`config.mk`:
```
export PLATFORM = sky130hd
export DESIGN_NAME = integer_divider_64_top
export DESIGN_NICKNAME = d
export VERILOG_FILES = /design/src/sv/idiv_pkg.sv /design/src/sv/idiv_core.sv /design/src/sv/integer_divider_64_top.sv
export SDC_FILE = /design/constraint.sdc
export NUM_CORES = 1
export LEC_CHECK = 0
export BUFFER_PORTS_ARGS = -buffer_cell sky130_fd_sc_hd__buf_2
export CAP_MARGIN = 10
export CORE_ASPECT_RATIO = 0.7
export CORE_MARGIN = 2
export CORE_UTILIZATION = 35
export DETAILED_ROUTE_END_ITERATION = 6
export GPL_ROUTABILITY_DRIVEN = 0
export PLACE_DENSITY = 0.63
export SYNTH_ARGS = -nofsm -noshare
export SYNTH_HDL_FRONTEND = slang
export SYNTH_SLANG_ARGS = --single-unit
```
`constraint.sdc`:
```
create_clock -name clk -period 7.4 [get_ports clk]
set_input_delay 0.37 -clock clk [delete_from_list [all_inputs] [get_ports clk]]
set_output_delay 0.37 -clock clk [all_outputs]
set_load 0.01 [all_outputs]
```
`src/sv/idiv_pkg.sv`:
```
// Package with the shared types of the 64-bit integer divider.
package idiv_pkg;

  // Division modes carried in the input tuser field.
  typedef enum logic [1:0] {
    FUNC_UNSIGNED    = 2'd0,
    FUNC_SIGNED      = 2'd1,
    FUNC_SIGNED_HALF = 2'd2
  } func_t;

  // Sequencer states.
  typedef enum logic [2:0] {
    S_IDLE,
    S_PREP,
    S_DIV,
    S_FIX,
    S_OUT
  } state_t;

  // Controls from the sequencer to the shared divide unit.
  typedef struct packed {
    logic load;
    logic step;
  } div_ctrl_t;

endpackage

```
`src/sv/idiv_core.sv`:
```
// Radix-2 restoring divide unit: one shift and subtract per cycle while step is set.
module idiv_core
  import idiv_pkg::*;
#(
  parameter int DATA_WIDTH = 64
) (
  input  logic                  clk,
  input  div_ctrl_t             ctrl,
  input  logic [DATA_WIDTH-1:0] num,
  input  logic [DATA_WIDTH-1:0] den,
  output logic [DATA_WIDTH-1:0] quo,
  output logic [DATA_WIDTH-1:0] rem
);

  localparam int W = DATA_WIDTH;

  logic [W-1:0] rem_r, rem_nxt;
  logic [W-1:0] quo_r, quo_nxt;
  logic [W-1:0] den_r;
  logic [W:0]   shifted;
  logic [W+1:0] diff;

  // Shift the next dividend bit into the partial remainder and trial-subtract.
  always_comb begin
    shifted = {rem_r, quo_r[W-1]};
    diff    = {1'b0, shifted} - {2'b00, den_r};
    rem_nxt = rem_r;
    quo_nxt = quo_r;
    if (ctrl.step) begin
      if (!diff[W+1]) begin
        rem_nxt = diff[W-1:0];
        quo_nxt = {quo_r[W-2:0], 1'b1};
      end else begin
        rem_nxt = shifted[W-1:0];
        quo_nxt = {quo_r[W-2:0], 1'b0};
      end
    end
  end

  // The quotient register starts out holding the dividend magnitude.
  always_ff @(posedge clk) begin
    if (ctrl.load) begin
      rem_r <= '0;
      quo_r <= num;
      den_r <= den;
    end else begin
      rem_r <= rem_nxt;
      quo_r <= quo_nxt;
    end
  end

  assign quo = quo_r;
  assign rem = rem_r;

endmodule

```
`src/sv/integer_divider_64_top.sv`:
```
// Top level of the integer divider: handshake, sign handling and sequencer.
//
//  Channel | Ports            | Contents
//  --------+------------------+-----------------------------------------------
//  input   | in_tvalid/tready | tdata: dividend [63:0], divisor [127:64]
//          |                  | tuser: func [1:0]
//  result  | out_tvalid/tready| tdata: quotient [63:0], remainder [127:64]
//          |                  | tuser: trap [0]
//
// Each word passes through the sequencer states in order: the idle state in which
// it is accepted, a state that takes magnitudes, DATA_WIDTH shift-subtract steps
// of the shared divide unit, one state of sign fixup, and the state of the result
// handshake. The result is held in an output register until taken; no new input
// word is accepted meanwhile, so an output stall also holds off the next input
// word. Reset is synchronous and returns the sequencer to idle.
module integer_divider_64_top
  import idiv_pkg::*;
#(
  parameter int DATA_WIDTH = 64
) (
  input  logic         clk,
  input  logic         rst_n,
  input  logic         in_tvalid,
  output logic         in_tready,
  input  logic [127:0] in_tdata,   // dividend [63:0], divisor [127:64]
  input  logic [1:0]   in_tuser,   // func [1:0]
  output logic         out_tvalid,
  input  logic         out_tready,
  output logic [127:0] out_tdata,  // quotient [63:0], remainder [127:64]
  output logic         out_tuser   // trap [0]
);

  localparam int W  = DATA_WIDTH;
  localparam int H  = DATA_WIDTH / 2;
  localparam int CW = $clog2(DATA_WIDTH);

  state_t       state_r, state_nxt;
  div_ctrl_t    ctrl;
  logic [CW-1:0] cnt_r;

  func_t        func_r;
  logic [W-1:0] a_r, b_r;
  logic         neg_q_r, neg_r_r, zero_r, trap_r;

  logic         out_valid_r;
  logic [63:0]  out_quo_r, out_rem_r;
  logic         out_trap_r;

  logic [W-1:0] opa, opb, mag_a, mag_b;
  logic         is_half, is_signed, sa, sb, zero_div, trap_div;
  logic [W-1:0] core_quo, core_rem;
  logic [W-1:0] q_fix, r_fix;

  // Next-state logic of the sequencer.
  always_comb begin
    state_nxt = state_r;
    case (state_r)
      S_IDLE:  if (in_tvalid) state_nxt = S_PREP;
      S_PREP:  state_nxt = S_DIV;
      S_DIV:   if (cnt_r == '0) state_nxt = S_FIX;
      S_FIX:   state_nxt = S_OUT;
      S_OUT:   if (out_tready) state_nxt = S_IDLE;
      default: state_nxt = S_IDLE;
    endcase
  end

  // Outputs of the sequencer.
  always_comb begin
    ctrl.load = 1'b0;
    ctrl.step = 1'b0;
    in_tready = 1'b0;
    case (state_r)
      S_IDLE:  in_tready = 1'b1;
      S_PREP:  ctrl.load = 1'b1;
      S_DIV:   ctrl.step = 1'b1;
      default: ;
    endcase
  end

  always_ff @(posedge clk) begin
    if (!rst_n) begin
      state_r     <= S_IDLE;
      out_valid_r <= 1'b0;
    end else begin
      state_r <= state_nxt;
      if (state_r == S_FIX) begin
        out_valid_r <= 1'b1;
      end else if (out_valid_r && out_tready) begin
        out_valid_r <= 1'b0;
      end
    end
  end

  // Operand selection: the half-width mode sign-extends the low halves.
  always_comb begin
    is_half   = (func_r == FUNC_SIGNED_HALF);
    is_signed = (func_r == FUNC_SIGNED) || is_half;
    opa = is_half ? {{(W-H){a_r[H-1]}}, a_r[H-1:0]} : a_r;
    opb = is_half ? {{(W-H){b_r[H-1]}}, b_r[H-1:0]} : b_r;
    sa  = is_signed && opa[W-1];
    sb  = is_signed && opb[W-1];
    mag_a = sa ? (~opa + 1'b1) : opa;
    mag_b = sb ? (~opb + 1'b1) : opb;
    zero_div = (opb == '0);
    trap_div = zero_div ||
               ((func_r == FUNC_SIGNED) && (opb == {1'b1, {(W-1){1'b0}}}));
  end

  // Input capture and per-word flags.
  always_ff @(posedge clk) begin
    if (in_tvalid && in_tready) begin
      func_r <= func_t'(in_tuser);
      a_r    <= in_tdata[W-1:0];
      b_r    <= in_tdata[64 +: W];
    end
    if (state_r == S_PREP) begin
      neg_q_r <= sa ^ sb;
      neg_r_r <= sa;
      zero_r  <= zero_div;
      trap_r  <= trap_div;
      cnt_r   <= CW'(W - 1);
    end else if (state_r == S_DIV) begin
      cnt_r <= cnt_r - 1'b1;
    end
  end

  idiv_core #(
    .DATA_WIDTH(DATA_WIDTH)
  ) u_core (
    .clk (clk),
    .ctrl(ctrl),
    .num (mag_a),
    .den (mag_b),
    .quo (core_quo),
    .rem (core_rem)
  );

  // Sign fixup, half-width truncation and the zero-divisor override.
  always_comb begin
    q_fix = neg_q_r ? (~core_quo + 1'b1) : core_quo;
    r_fix = neg_r_r ? (~core_rem + 1'b1) : core_rem;
    if (is_half) begin
      q_fix = {{(W-H){q_fix[H-1]}}, q_fix[H-1:0]};
      r_fix = {{(W-H){r_fix[H-1]}}, r_fix[H-1:0]};
    end
    if (zero_r) begin
      q_fix = '0;
      r_fix = '0;
    end
  end

  always_ff @(posedge clk) begin
    if (state_r == S_FIX) begin
      out_quo_r  <= 64'(q_fix);
      out_rem_r  <= 64'(r_fix);
      out_trap_r <= trap_r;
    end
  end

  assign out_tvalid = out_valid_r;
  assign out_tdata  = {out_rem_r, out_quo_r};
  assign out_tuser  = out_trap_r;

endmodule

```
==> metrics.cfg <==
[setup_path]
endpoint_kind=register
r2r_slack_ps=2830
crit_chain=inv_1 > ha_2 > clkinv_2 > buf_4 > a21oi_1 > or2_2 > buf_4 > inv_1 > o21ai_0 > nand2_1 > xor2_1 > o21ai_0
cp-startpoint=func_r[0]$_DFFE_PP_
slowest_delay_ps=700
worstPathMaxFanout=72
crit_required_ps=7740
r2r-start=func_r[0]$_DFFE_PP_
critPathKind=register to register
crit_arrival_ps=4910
cp_slowest_cell=ha_2
setup.worst_path.start_class=register

[routing]
vias=21866
firstDrtPassIters=6
routed_wl_um=81410
wl_per_cell_um=19.90
drt-initial-drc-count=2947
ant_nets=0
via_per_inst=5.345
drcViolationCount=0

[synthesis]
netlist_instances=2734
syn_nets=2941
syn_area_per_cell_um2=9.781
yosys_warnings=0
async_reset_ff_frac=0
synth-seq-cells=465
yosysUniqueCellTypes=85
synthFlopType=edfxtp_1
synth-edff-count=391
yosysSeqAreaShare=0.4945
syn_area_um2=26740

[clock_network]
cts_setup_buffers=0
clock-sinks=465
path_clk_slew_ps=70
cts-root-buf=clkbuf_16
clockBufferDepth=3
numCtsBuffers=50
clock_latency_ps=620
htreeDepth=2
cts_tree=built
cts.repair.resized=0

[grt]
gr-total-overflow=0
antenna_found_initial=3
grt_use_total=0.2002
grt_pass1_vias=19584
grt_max_degree=103
grt_pass1_wl_um=122200

[floorplan]
dieHeight_um=235.3
die-area_um2=78670
coreArea_um2=75360
io_pins=265
die_w_um=334.4
rows=84
start_util=0.3549

[layout]
fillers=7111
area_delta_synth_final_pct=19.44
seq_area_um2=13220
drive_above_1_share=0.1368
utilization=0.4238
finalNetCount=3265
multi_input_area_um2=12590

[placement]
post-place-ws_ps=2951
io_buffer_count=264
dpl.hpwl_um=60790

[timing]
max_freq_mhz=218.7
hold_viol_final=0
max_slew_margin=0.3456
post-route-min-period_ps=4573
tns_ps=0
setup_viol=0
rsz0062_at_grt=false
drv_slew=0
worst_slack_ps=2827
clock_skew_ps=42.69
worst_pin_slew_ps=981.6
fin_crit_sh=0.6180

[power]
p_leak_nw=12.04
power_density_nw_per_um2=221.0
ir_drop_v=0.0001358

[run]
drv_cap=0

[outcome]
status=completed

[worst_hold_path]
hp-class=input pin to register
min_from=in_tvalid

==> flip-flops by register name (all words and copies together), names as in the netlist <==
register	count
a_r	64
b_r	64
out_quo_r	64
out_rem_r	64
u_core.den_r	64
u_core.quo	64
u_core.rem	64
cnt_r	6
state_r	3
func_r	2
neg_q_r	1
neg_r_r	1
out_tuser	1
out_tvalid	1
trap_r	1
zero_r	1
==> metal layers <==
layer	vias up	wire, um	track usage
met5	-	0	0
met4	0	2034	0.05501
met3	117	8194	0.04390
met2	1049	30460	0.2522
met1	10127	40730	0.3297
li1	10573	-	-
==> synthesized netlist by cell type (22+ instances only) <==
master | number | area share
edfxtp_1 | 391 | 0.44
nand2_1 | 293 | 0.041
o21ai_0 | 284 | 0.053
a21oi_1 | 229 | 0.043
nor2_1 | 229 | 0.032
xor2_1 | 178 | 0.058
xnor2_1 | 127 | 0.042
clkbuf_1 | 118 | 0.017
inv_1 | 113 | 0.016
dfxtp_1 | 74 | 0.055
ha_1 | 72 | 0.034
nor3_1 | 57 | 0.011
o31ai_1 | 55 | 0.015
or3_1 | 44 | 0.010
mux2i_1 | 33 | 0.012
nand3_1 | 32 | 0.0060
nand4_1 | 26 | 0.0061
o41ai_1 | 24 | 0.0079
a31oi_1 | 23 | 0.0054
nor4_1 | 22 | 0.0051
==> cell type report <==
| cell class | count | area share |
|---|---|---|
| well taps | 989 | 0.03874 |
| clock inverters | 36 | 0.01246 |
| repair buffers | 411 | 0.08610 |
| multi-input cells | 2017 | 0.3942 |
| diodes | 3 | 0.0002350 |
| clock buffers | 57 | 0.04098 |
| inverters | 113 | 0.01332 |
| flip-flops and latches | 465 | 0.4140 |
==> timing repair <==
| action | CTS | global route |
|---|---|---|
| endpoints found under the hold margin | 130 | 0 |
| hold buffers | 130 | 0 |
| setup endpoints to repair | 0 | 0 |
==> critical path, delay by kind of cell, from the launching register on <==
family | cells | cell delay (ps)
buf+inv | 5 | 2080
fa+ha+maj | 1 | 700
compound gates | 3 | 660
flops | 1 | 400
simple gates | 2 | 230
xor+xnor | 1 | 140
==> cell usage in the layout, fill, tap and decap left out, types with 44 or more instances in the layout <==
master / Yosys / final
a21oi_1: 229 / 228
buf_2: 6 / 264
clkbuf_16: 0 / 51
dfxtp_1: 74 / 74
dlygate4sd3_1: 0 / 130
edfxtp_1: 391 / 391
ha_1: 72 / 71
inv_1: 113 / 110
nand2_1: 293 / 292
nor2_1: 229 / 228
nor3_1: 57 / 57
o21ai_0: 284 / 284
o31ai_1: 55 / 55
or3_1: 44 / 44
xnor2_1: 127 / 127
xor2_1: 178 / 178
==> worst paths after layout <==
check | to | cells past startpoint
max | u_core.quo[42]$_DFFE_PN_ | 12
min | state_r[0]$_SDFFE_PN0P_ | 3
max reg2reg | u_core.quo[42]$_DFFE_PN_ | 12
min reg2reg | out_tuser$_DFFE_PP_ | 0
==> metrics by stage <==
step	cells	total power [mW]	hold WS, ps	cell area (um2)
after CTS	4088	7.084	19.23	31930
after global routing	4091	7.357	59.81	31940
after floorplan	2734	4.055	400.3	26740
after detailed placement	3865	4.440	487.2	28920
final	4091	7.058	56.00	31940
after global placement	3865	4.431	479.4	28920
==> power breakdown <==
part | internal (mW) | switching, mW | leakage [nW]
sequential | 3.06 | 0.153 | 4.26
clock | 1.52 | 1.07 | 0.829
combinational | 0.472 | 0.779 | 6.95
==> cell families after synthesis <==
group | after synthesis | synth area share
AND/OR/NAND/NOR | 841 | 0.1533
AO/OA/AOI/OAI | 764 | 0.1691
flip-flops | 465 | 0.4945
XOR/XNOR | 305 | 0.09989
buffers and inverters | 252 | 0.03607
adder cells (fa/ha/maj) | 73 | 0.03444
multiplexers | 34 | 0.01277
(Power assumes the default switching activity.)
